[src/design/scrambled_parameter_frame_codec_defines.svh]
// Assertion macros for the scrambled parameter frame codec.
`ifndef SCRAMBLED_PARAMETER_FRAME_CODEC_DEFINES_SVH
`define SCRAMBLED_PARAMETER_FRAME_CODEC_DEFINES_SVH

// Same-cycle implication, disabled while reset is asserted.
`define SCPF_ASSERT_NOW(name, clk, rstn, ante, cons) \
  name: assert property (@(posedge clk) disable iff (!rstn) (ante) |-> (cons)) \
    else $error("scpf: same-cycle check failed");

// Next-cycle implication, disabled while reset is asserted.
`define SCPF_ASSERT_NEXT(name, clk, rstn, ante, cons) \
  name: assert property (@(posedge clk) disable iff (!rstn) (ante) |=> (cons)) \
    else $error("scpf: next-cycle check failed");

`endif

[src/design/scpf_pkg.sv]
// Types and constants shared by the scrambled parameter frame codec.
`timescale 1ns / 1ps
package scpf_pkg;

  localparam int FRAME_BYTES = 7;
  localparam int RX_CNT_W    = 3;
  localparam logic [RX_CNT_W-1:0] RX_LAST = RX_CNT_W'(FRAME_BYTES - 1);

  typedef enum logic [1:0] {
    FUNC_WRITE = 2'd0,
    FUNC_RX    = 2'd1,
    FUNC_KEY   = 2'd2
  } func_e;

  localparam logic KIND_TX = 1'b0;
  localparam logic KIND_RX = 1'b1;

  // Padding for unused leading value bytes
  localparam logic [7:0] PAD3 = 8'h69;
  localparam logic [7:0] PAD4 = 8'h96;
  localparam logic [7:0] PAD5 = 8'h99;

  // Length markers of a descrambled byte 1
  localparam logic [7:0] MARK_1B = 8'h55;
  localparam logic [7:0] MARK_2B = 8'h5A;
  localparam logic [7:0] MARK_3B = 8'hA5;
  localparam logic [7:0] MARK_4B = 8'hAA;

  typedef struct packed {
    logic [1:0]  func;
    logic [5:0]  frame_id;
    logic [31:0] write_value;
    logic [7:0]  rx_byte;
    logic [7:0]  key_byte;
  } in_t;

  typedef struct packed {
    logic        kind;
    logic [7:0]  data_byte;
    logic        last;
    logic [31:0] read_value;
    logic        frame_ok;
  } out_t;

  // One unit of work for the back end: a whole scrambled frame or a decode result
  typedef struct packed {
    logic                        is_rx;
    logic [FRAME_BYTES-1:0][7:0] bytes;
    logic [31:0]                 value;
    logic                        ok;
  } job_t;

endpackage

[src/design/scpf_front.sv]
// Front end: classifies items, keeps key and receive state, builds frame jobs.
`timescale 1ns / 1ps
module scpf_front (
  input  logic          clk_i,
  input  logic          rst_ni,
  input  logic          accept_i,
  input  scpf_pkg::in_t in_i,
  output logic          job_valid_o,
  output scpf_pkg::job_t job_o
);
  import scpf_pkg::*;

  logic [7:0]          key_q, key_d;
  logic [RX_CNT_W-1:0] rx_count_q, rx_count_d;
  logic [7:0]          store_q [FRAME_BYTES-1];

  function automatic logic [7:0] permute_key(input logic [7:0] k);
    permute_key = {k[2], k[4], k[0], k[6], k[1], k[7], k[3], k[5]};
  endfunction

  // Encode path
  logic [FRAME_BYTES-1:0][7:0] tx_plain, tx_frame;
  logic [1:0]                  tx_len;

  always_comb begin
    tx_plain    = '0;
    tx_plain[3] = PAD3;
    tx_plain[4] = PAD4;
    tx_plain[5] = PAD5;
    tx_plain[6] = in_i.write_value[7:0];
    if (in_i.write_value[31:24] != 8'd0) begin
      tx_len      = 2'd3;
      tx_plain[3] = in_i.write_value[31:24];
      tx_plain[4] = in_i.write_value[23:16];
      tx_plain[5] = in_i.write_value[15:8];
    end else if (in_i.write_value[23:16] != 8'd0) begin
      tx_len      = 2'd2;
      tx_plain[4] = in_i.write_value[23:16];
      tx_plain[5] = in_i.write_value[15:8];
    end else if (in_i.write_value[15:8] != 8'd0) begin
      tx_len      = 2'd1;
      tx_plain[5] = in_i.write_value[15:8];
    end else begin
      tx_len      = 2'd0;
    end
    tx_plain[1] = {in_i.frame_id, tx_len};
    tx_frame[0] = permute_key(key_q);
    tx_frame[1] = tx_plain[1] ^ key_q;
    tx_frame[3] = tx_plain[3] ^ key_q;
    tx_frame[4] = tx_plain[4] ^ key_q;
    tx_frame[5] = tx_plain[5] ^ key_q;
    tx_frame[6] = tx_plain[6] ^ key_q;
    tx_frame[2] = tx_frame[0] + tx_frame[1] + tx_frame[3] + tx_frame[4]
                + tx_frame[5] + tx_frame[6];
  end

  // Decode path, used on the final byte of a received frame
  logic [7:0]  rx_key, rx_sum;
  logic [FRAME_BYTES-1:0][7:0] rx_plain;
  logic [31:0] rx_value;
  logic        rx_known;

  always_comb begin
    rx_key      = ~store_q[0];
    rx_plain[0] = rx_key;
    rx_plain[1] = store_q[1] ^ rx_key;
    rx_plain[2] = store_q[2] ^ rx_key;
    rx_plain[3] = store_q[3] ^ rx_key;
    rx_plain[4] = store_q[4] ^ rx_key;
    rx_plain[5] = store_q[5] ^ rx_key;
    rx_plain[6] = in_i.rx_byte ^ rx_key;
    rx_known    = 1'b1;
    case (rx_plain[1])
      MARK_1B: rx_value = {24'd0, rx_plain[6]};
      MARK_2B: rx_value = {16'd0, rx_plain[5], rx_plain[6]};
      MARK_3B: rx_value = {8'd0, rx_plain[4], rx_plain[5], rx_plain[6]};
      MARK_4B: rx_value = {rx_plain[3], rx_plain[4], rx_plain[5], rx_plain[6]};
      default: begin
        rx_value = '0;
        rx_known = 1'b0;
      end
    endcase
    rx_sum = rx_plain[0] + rx_plain[1] + rx_plain[3] + rx_plain[4]
           + rx_plain[5] + rx_plain[6];
  end

  always_comb begin
    key_d       = key_q;
    rx_count_d  = rx_count_q;
    job_valid_o = 1'b0;
    job_o       = '0;
    if (accept_i) begin
      case (in_i.func)
        FUNC_WRITE: begin
          job_valid_o = 1'b1;
          job_o.is_rx = KIND_TX;
          job_o.bytes = tx_frame;
        end
        FUNC_RX: begin
          if (rx_count_q == RX_LAST) begin
            rx_count_d  = '0;
            key_d       = rx_key;
            job_valid_o = 1'b1;
            job_o.is_rx = KIND_RX;
            job_o.value = rx_value;
            job_o.ok    = rx_known && (rx_sum == rx_plain[2]);
          end else begin
            rx_count_d = rx_count_q + RX_CNT_W'(1);
          end
        end
        FUNC_KEY: key_d = in_i.key_byte;
        default: ;
      endcase
    end
  end

  always_ff @(posedge clk_i or negedge rst_ni) begin
    if (!rst_ni) begin
      key_q      <= '0;
      rx_count_q <= '0;
    end else begin
      key_q      <= key_d;
      rx_count_q <= rx_count_d;
    end
  end

  // Hold received bytes 0..5 until the frame completes
  always_ff @(posedge clk_i) begin
    if (accept_i && in_i.func == FUNC_RX && rx_count_q != RX_LAST) begin
      store_q[rx_count_q] <= in_i.rx_byte;
    end
  end

endmodule

[src/design/scpf_queue.sv]
// Short job queue between the front and back ends.
`timescale 1ns / 1ps
module scpf_queue #(
  parameter int DEPTH = 2
) (
  input  logic            clk_i,
  input  logic            rst_ni,
  input  logic            wr_valid_i,
  input  scpf_pkg::job_t  wr_job_i,
  input  logic            rd_pop_i,
  output logic            rd_valid_o,
  output scpf_pkg::job_t  rd_job_o,
  output logic            full_o
);
  import scpf_pkg::*;

  localparam int PW = $clog2(DEPTH);
  localparam int CW = $clog2(DEPTH + 1);

  job_t          mem_q [DEPTH];
  logic [PW-1:0] wr_ptr_q, rd_ptr_q;
  logic [CW-1:0] count_q;
  logic          do_wr, do_rd;

  function automatic logic [PW-1:0] next_ptr(input logic [PW-1:0] p);
    next_ptr = (p == PW'(DEPTH - 1)) ? '0 : p + PW'(1);
  endfunction

  assign full_o     = (count_q == CW'(DEPTH));
  assign rd_valid_o = (count_q != '0);
  assign rd_job_o   = mem_q[rd_ptr_q];
  assign do_wr      = wr_valid_i && !full_o;
  assign do_rd      = rd_pop_i && rd_valid_o;

  always_ff @(posedge clk_i or negedge rst_ni) begin
    if (!rst_ni) begin
      wr_ptr_q <= '0;
      rd_ptr_q <= '0;
      count_q  <= '0;
    end else begin
      if (do_wr) wr_ptr_q <= next_ptr(wr_ptr_q);
      if (do_rd) rd_ptr_q <= next_ptr(rd_ptr_q);
      if (do_wr && !do_rd) begin
        count_q <= count_q + CW'(1);
      end else if (do_rd && !do_wr) begin
        count_q <= count_q - CW'(1);
      end
    end
  end

  always_ff @(posedge clk_i) begin
    if (do_wr) begin
      mem_q[wr_ptr_q] <= wr_job_i;
    end
  end

endmodule

[src/design/scpf_back.sv]
// Back end: serialises frame jobs into results and holds the output register.
`timescale 1ns / 1ps
module scpf_back (
  input  logic            clk_i,
  input  logic            rst_ni,
  input  logic            job_valid_i,
  input  scpf_pkg::job_t  job_i,
  output logic            job_pop_o,
  input  logic            pop,
  output logic            empty,
  output scpf_pkg::out_t  out_o
);
  import scpf_pkg::*;

  logic [RX_CNT_W-1:0] idx_q;
  logic                out_valid_q;
  out_t                out_q, res;
  logic                load, res_last;

  assign empty    = !out_valid_q;
  assign out_o    = out_q;
  assign load     = job_valid_i && (!out_valid_q || pop);
  assign res_last = job_i.is_rx || (idx_q == RX_LAST);
  assign job_pop_o = load && res_last;

  always_comb begin
    res.kind       = job_i.is_rx;
    res.last       = res_last;
    res.data_byte  = job_i.is_rx ? 8'd0 : job_i.bytes[idx_q];
    res.read_value = job_i.is_rx ? job_i.value : 32'd0;
    res.frame_ok   = job_i.is_rx && job_i.ok;
  end

  always_ff @(posedge clk_i or negedge rst_ni) begin
    if (!rst_ni) begin
      idx_q       <= '0;
      out_valid_q <= 1'b0;
    end else begin
      if (load) begin
        out_valid_q <= 1'b1;
        // advance through the frame, rewind at its end
        idx_q       <= res_last ? '0 : idx_q + RX_CNT_W'(1);
      end else if (pop) begin
        out_valid_q <= 1'b0;
      end
    end
  end

  always_ff @(posedge clk_i) begin
    if (load) begin
      out_q <= res;
    end
  end

endmodule

[src/design/scrambled_parameter_frame_codec.sv]
// Top level of the scrambled parameter frame codec.
// Input channel: push/full with in_i (func, frame_id, write_value, rx_byte,
// key_byte); an item transfers when push is high and full is low.
// Result channel: empty/pop with out_o (kind, data_byte, last, read_value,
// frame_ok); the oldest result shows while empty is low and transfers on pop.
// A write item yields seven scrambled frame bytes, one per cycle while pop is
// high, the last flagged by last. A received byte yields nothing until the
// seventh byte of a frame, which yields one decoded result. A key load yields
// nothing. The first result of an item is registered in the job queue and then
// in the output register. Throughput: one item per cycle into the job queue
// while it is not full; the back-end serialiser emits one result per cycle
// while pop is high. Items that give no result never wait on the back end
// unless the queue is full. Reset clears the key, the receive byte count, the
// queue and the output register. A stalled receiver holds the output register;
// the queue then fills and full rises, while earlier results wait in order.
`timescale 1ns / 1ps
module scrambled_parameter_frame_codec #(
  parameter int QUEUE_DEPTH = 2
) (
  input  logic           clk_i,
  input  logic           rst_ni,
  input  logic           push,
  output logic           full,
  input  scpf_pkg::in_t  in_i,
  output logic           empty,
  input  logic           pop,
  output scpf_pkg::out_t out_o
);
  import scpf_pkg::*;
  `include "scrambled_parameter_frame_codec_defines.svh"

  logic accept, job_valid, head_valid, head_pop;
  job_t job, head_job;

  assign accept = push && !full;

  scpf_front u_front (
    .clk_i       (clk_i),
    .rst_ni      (rst_ni),
    .accept_i    (accept),
    .in_i        (in_i),
    .job_valid_o (job_valid),
    .job_o       (job)
  );

  scpf_queue #(
    .DEPTH (QUEUE_DEPTH)
  ) u_queue (
    .clk_i      (clk_i),
    .rst_ni     (rst_ni),
    .wr_valid_i (job_valid),
    .wr_job_i   (job),
    .rd_pop_i   (head_pop),
    .rd_valid_o (head_valid),
    .rd_job_o   (head_job),
    .full_o     (full)
  );

  scpf_back u_back (
    .clk_i       (clk_i),
    .rst_ni      (rst_ni),
    .job_valid_i (head_valid),
    .job_i       (head_job),
    .job_pop_o   (head_pop),
    .pop         (pop),
    .empty       (empty),
    .out_o       (out_o)
  );

  // A frame byte that is not the last is always followed by the next one
  `SCPF_ASSERT_NEXT(a_frame_unbroken, clk_i, rst_ni,
    pop && !empty && out_o.kind == KIND_TX && !out_o.last, !empty)
  // Decoded results stand alone and carry no frame byte
  `SCPF_ASSERT_NOW(a_rx_result_shape, clk_i, rst_ni,
    !empty && out_o.kind == KIND_RX, out_o.last && out_o.data_byte == 8'd0)
  // The queue only fills after an item was taken in
  `SCPF_ASSERT_NOW(a_full_after_transfer, clk_i, rst_ni,
    $rose(full), $past(push && !full))

endmodule
[config.mk]
export PLATFORM = sky130hd
export DESIGN_NAME = scrambled_parameter_frame_codec
export DESIGN_NICKNAME = d
export VERILOG_FILES = /design/src/design/scpf_pkg.sv /design/src/design/scpf_front.sv /design/src/design/scpf_queue.sv /design/src/design/scpf_back.sv /design/src/design/scrambled_parameter_frame_codec.sv
export VERILOG_INCLUDE_DIRS = /design/src /design/src/design
export SDC_FILE = /design/constraint.sdc
export NUM_CORES = 1
export LEC_CHECK = 0
export ABC_AREA = 1
export BUFFER_PORTS_ARGS = -buffer_cell sky130_fd_sc_hd__buf_2
export CAP_MARGIN = 0
export CORE_MARGIN = 1.5
export CORE_UTILIZATION = 40
export CTS_CLUSTER_DIAMETER = 50
export DETAILED_ROUTE_END_ITERATION = 6
export GPL_TIMING_DRIVEN = 0
export PLACE_DENSITY = 0.55
export SETUP_SLACK_MARGIN = 0.2
export SYNTH_ARGS = -nofsm -noshare
export SYNTH_HDL_FRONTEND = slang
export SYNTH_SLANG_ARGS = --single-unit
[constraint.sdc]
create_clock -name clk_i -period 6.7 [get_ports clk_i]
set_input_delay 1.34 -clock clk_i [delete_from_list [all_inputs] [get_ports clk_i]]
set_output_delay 1.34 -clock clk_i [all_outputs]
set_load 0.005 [all_outputs]
# Yosys cells after proc, flatten, opt, wreduce, memory -nomap -nowiden
# Memory sizes are Yosys's and may differ from the RTL's.
# Index checks and enable logic that the tools add are counted.
dict set report totals {
  reg_bits 62
  ramBits 228
  inputBits 60
  out_inout_bits 45
  wordCells 117
  memories 2
}
# name depth width rd rd_ports_with_merged_regs wr line
set mem_list {}
lappend mem_list {u_queue.mem_q 2 90 1 0 1 scpf_queue.sv:20} ;# job_t mem_q [DEPTH];
lappend mem_list {u_front.store_q 6 8 6 0 1 scpf_front.sv:15} ;# logic [7:0] store_q [FRAME_BYTES-1];
dict set report classes {
  n_addsub 16
  order_cmp 1
  n_eq_ne 12
  n_mux 34
  bitwise 12
  reduce_logical 28
}
# operator n
set op_table {}
lappend op_table {{one-hot mux 32 bit (4 select lines)} 1}
lappend op_table {{2-to-1 mux 90 bit} 1}
lappend op_table {{bitwise XOR 8 bit} 11}
lappend op_table {{adder 8 bit} 10}
lappend op_table {{2-to-1 mux 33 bit} 2}
lappend op_table {{2-to-1 mux 56 bit} 1}
lappend op_table {{2-to-1 mux 8 bit} 6}
lappend op_table {{binary-select mux 8 bit (select 3 bit)} 1}
lappend op_table {{nonzero test 8 bit} 3}
lappend op_table {{== test 8 x 7 -> 1 bit, second input constant} 2}
lappend op_table {{== test 8 bit, second input constant} 2}
lappend op_table {{2-to-1 mux 16 bit} 1}
lappend op_table {{one-hot mux 8 bit (2 select lines)} 1}
lappend op_table {{2-to-1 mux 1 bit} 13}
lappend op_table {{logical AND 1 bit} 11}
lappend op_table {{== test 8 bit} 1}
lappend op_table {{2-to-1 mux 2 bit} 4}
lappend op_table {{inverter 8 bit} 1}
lappend op_table {{nonzero test 2 bit} 4}
lappend op_table {{adder 3 x 1 -> 3 bit, second input constant} 2}
lappend op_table {{== test 3 bit, second input constant} 2}
lappend op_table {{2-to-1 mux 3 bit} 2}
lappend op_table {{== test 2 bit, second input constant} 2}
lappend op_table {{zero test 1 bit} 4}
lappend op_table {{13 further kinds} 15}

# Depth between registers and ports, before layout
# An unclocked memory read counts as a cell.
dict set report logic_depth {
  word_depth 13
  mapped_depth 25
}

# Modules after synthesis
# Synthesis repeated with hierarchy kept, for this count alone.
dict set report unflattened {
  hier_cells 1551
  area_unflattened_um2 15503.6
}
# mod n_inst cells_per_inst area_each_um2
set modules_own_cells {}
lappend modules_own_cells {scpf_queue 1 501 6831.6}
lappend modules_own_cells {scpf_front 1 714 5998.3}
lappend modules_own_cells {scpf_back 1 334 2663.8}
lappend modules_own_cells {scrambled_parameter_frame_codec 1 2 10.0}

# Least setup slack after synthesis
# No wires, ideal clock.
dict set report synth_path {
  path_kind {input to register}
  from {input port push}
  to {memory u_queue.mem_q[1][0] (netlist bit), enable pin}
  arrival_time_ns 5.382
  t_required_ns 6.160
  setup_slack_ns 0.778
  path_stages 4
  n_path_buf 0
  cell_sequence {o21ai_2 > nor2_2 > nand2_1 > nor2_1}
}
dict set report synth_between {
  elab_chain_len 5
}
# element line
set synth_lines {}
lappend synth_lines {{from (decl)} scrambled_parameter_frame_codec.sv:22} ;# input logic push,
lappend synth_lines {{logical AND 1 bit} scrambled_parameter_frame_codec.sv:35} ;# assign accept = push && !full;
lappend synth_lines {{2-to-1 mux 1 bit} scpf_front.sv:92} ;# if (accept_i) begin
lappend synth_lines {{logical AND 1 bit} scpf_queue.sv:32} ;# assign do_wr = wr_valid_i && !full_o;
lappend synth_lines {{2-to-1 mux 1 bit} scpf_queue.sv:52} ;# if (do_wr) begin
lappend synth_lines {{2-to-1 mux 1 bit (implied by the code)} scpf_queue.sv:53} ;# mem_q[wr_ptr_q] <= wr_job_i;
lappend synth_lines {{to (decl)} scpf_queue.sv:20}
# Every way passes these cells.

==> qor.yml <==
status: "finished, violations left"
violations: "design-rule violations"
synth_top_area_share_pct: 55.9
drcViolationCount: 9
viasPerCell: 4.88
initial_utilization_pct: 40.8
syn-num-nets: 1471
slowest_stage: "fa_1"
finalSetupViolCount: 0
fmax_mhz: 187
worst-endpoint-arrival_ns: 5.63
fin_util_pct: 47.9
synth_top_area_cell: "edfxtp_1"
grt_overflow_total: 0
clockPowerShare_pct: 23.1
dr.pass1.iters: 7
nNetsFinal: 1621
drive_gt1_share_pct: 15.1
synthTopCellsByArea: "edfxtp_1 (56%), nand2_1 (7.1%), fa_1 (6.2%)"
drv_cap: 0
syn_to_final_growth_pct: 17.6
core_um2: 35700
cp_slowest_stage_delay_ns: 0.55
synthArstFlopShare_pct: 6.55
p_int_mw: 5.36
grt_max_degree: 37
grt_pass1_wl_um: 56500
p_seq_share_pct: 27.7
hold_buffers: 0
wirelength_um: 36600
ys_warn_count: 0
cts_htree_levels: 2
rows: 69
worst_pin_slew_ns: 1.08
end_kind: "flop"
hold_viol_final: 0
timing.slew.headroom_pct: 27.6
leakagePower_nw: 7.31
drt_iter0_drc: 709
comb_power_share_pct: 49.2
track_usage_pct: 20.0
finalCriticalPeriod_ns: 5.36
place_congestion: 0.894
cts.sinks: 290
grt_pass1_vias: 9676
die_w_um: 194
final_common_cell: "nand2_1"
final_cell_mix: "nand2_1 (277), edfxtp_1 (271), inv_1 (178), nor2_1 (156), buf_2 (119)"
fin_ws_ns: 1.34
cts_setup_buffers: 0
path_clk_slew_ns: 0.06
hold-worst-slack_ns: 0.549
fin_crit_sh_pct: 80.0
p_per_area_nw_per_um2: 530
ctsResizeCount: 0
synth_edf_count: 271
cts-buffers-inserted: 37
swShare_pct: 41.0
slew_violations: 0
wire_per_inst_um: 18.4
via_count: 9697
antenna_found_initial: 0
antenna_cells: 0
clk_latency_ns: 0.53
avgSynthCellArea_um2: 10.8
synth_area_um2: 14600
ys_seq_area_share_pct: 59.1
synth_ff_type: "edfxtp_1"
min_path_type: "flop to flop"
power_mw: 9.08
numPortBuffers: 104
rsz0062_at_grt: "no"
die_h_um: 194
cp_max_fo: 5
cp_data_required_time_ns: 6.97
clockBufferDepth: 3
synthCells: 1349
place_hpwl_um: 27400
cts_tree: "built"
synth_cell_type_count: 48
boundaryPins: 105
ant_nets: 0
crit_path_start_kind: "primary input"
vdd_drop_max_uv: 547
p_sw_mw: 3.73
critPathKind: "primary input to flop"
clock-root-buffer: "clkbuf_16"
finClkSkew_ns: 0.0266
ys_seq_elements: 290
dieArea_um2: 37600
pre_cts_ws_ns: 0.868
==> power groups by stage <==
stage                     logic, mW  clock network [mW]  registers [mW]
final                          4.47                2.10            2.51
after global routing           5.17                2.21            2.54
after CTS                      4.49                2.13            2.52
after detailed placement       4.44                   0            2.55
after global placement         4.30                   0            2.58
after floorplan                3.14                   0            2.56
==> Yosys cell counts, types with 4 or more instances <==
| cell type | count |
|---|---|
| inv_2 | 4 |
| xnor2_1 | 38 |
| o221ai_1 | 4 |
| buf_2 | 15 |
| nor2_1 | 158 |
| o211ai_1 | 9 |
| or2_2 | 10 |
| o21ai_0 | 82 |
| clkbuf_1 | 25 |
| a211oi_1 | 7 |
| a21oi_1 | 40 |
| nand2_1 | 277 |
| dfrtp_1 | 19 |
| edfxtp_1 | 271 |
| xor2_1 | 49 |
| buf_4 | 4 |
| buf_6 | 5 |
| fa_1 | 45 |
| nand3_1 | 24 |
| inv_1 | 179 |
| ha_1 | 17 |
| nor3_1 | 7 |
| o22ai_1 | 19 |
==> cell type report <==
cell class	count	area, µm²
clock buffer	45	987
inverter	185	694
timing repair buffer	111	676
buffer	50	259
tap	461	577
multi-input combinational	824	5020
clock inverter	21	310
fill	3312	18600
sequential	290	8610
==> through the flow <==
stage,cells,cell area (µm²),setup TNS [ns]
after detailed placement,1921,15800,0
after global routing,1987,17100,0
after CTS,1987,17100,0
after floorplan,1349,14600,0
final,1987,17100,0
after global placement,1914,15700,-357.24
==> flip-flops by register name (all words and copies together), names as in the netlist <==
register / count
u_queue.mem_q: 180
u_back.out_o: 43
u_front.key_q: 8
u_front.store_q: 48
u_back.out_valid_q: 1
u_queue.rd_ptr_q: 1
u_front.rx_count_q: 3
u_queue.wr_ptr_q: 1
u_queue.count_q: 2
u_back.idx_q: 3
==> critical path: cells and delay by family <==
family | cells | cell delay, ns
xor+xnor | 1 | 0.23
fa+ha+maj | 4 | 1.77
buf+inv | 7 | 0.58
simple gates | 14 | 1.71
==> final timing paths <==
path	start	end	slack, ns	depth (start not counted)
setup / recovery	in_i[41]	u_queue.mem_q[1][56]$_DFFE_PP_	1.34	26
hold reg to reg	u_front.rx_count_q[2]$_DFFE_PN0P_	u_front.rx_count_q[2]$_DFFE_PN0P_	0.55	2
setup reg to reg	u_front.key_q[1]$_DFFE_PN0P_	u_queue.mem_q[1][55]$_DFFE_PP_	2.08	17
hold / removal	u_front.rx_count_q[2]$_DFFE_PN0P_	u_front.rx_count_q[2]$_DFFE_PN0P_	0.55	2
min in group asynchronous	rst_ni	u_front.rx_count_q[2]$_DFFE_PN0P_	0.78	1
max in group asynchronous	rst_ni	u_queue.count_q[1]$_DFFE_PN0P_	5.55	1
==> metal layers <==
| layer | wire length, µm | vias up | track usage (%) |
|---|---|---|---|
| met5 | 0 | - | 0 |
| met4 | 810 | 0 | 5.76 |
| met3 | 2390 | 53 | 3.50 |
| met2 | 15600 | 298 | 30.2 |
| met1 | 17900 | 4616 | 29.5 |
| li1 | - | 4730 | - |
==> kinds of logic after synthesis <==
group           synth area share (%)
simple gates                    13.7
flops                           59.1
buf+inv                         6.54
compound gates                  6.96
xor+xnor                        5.94
fa+ha+maj                       7.64
mux                           0.0687
(Power assumes the default switching activity.)
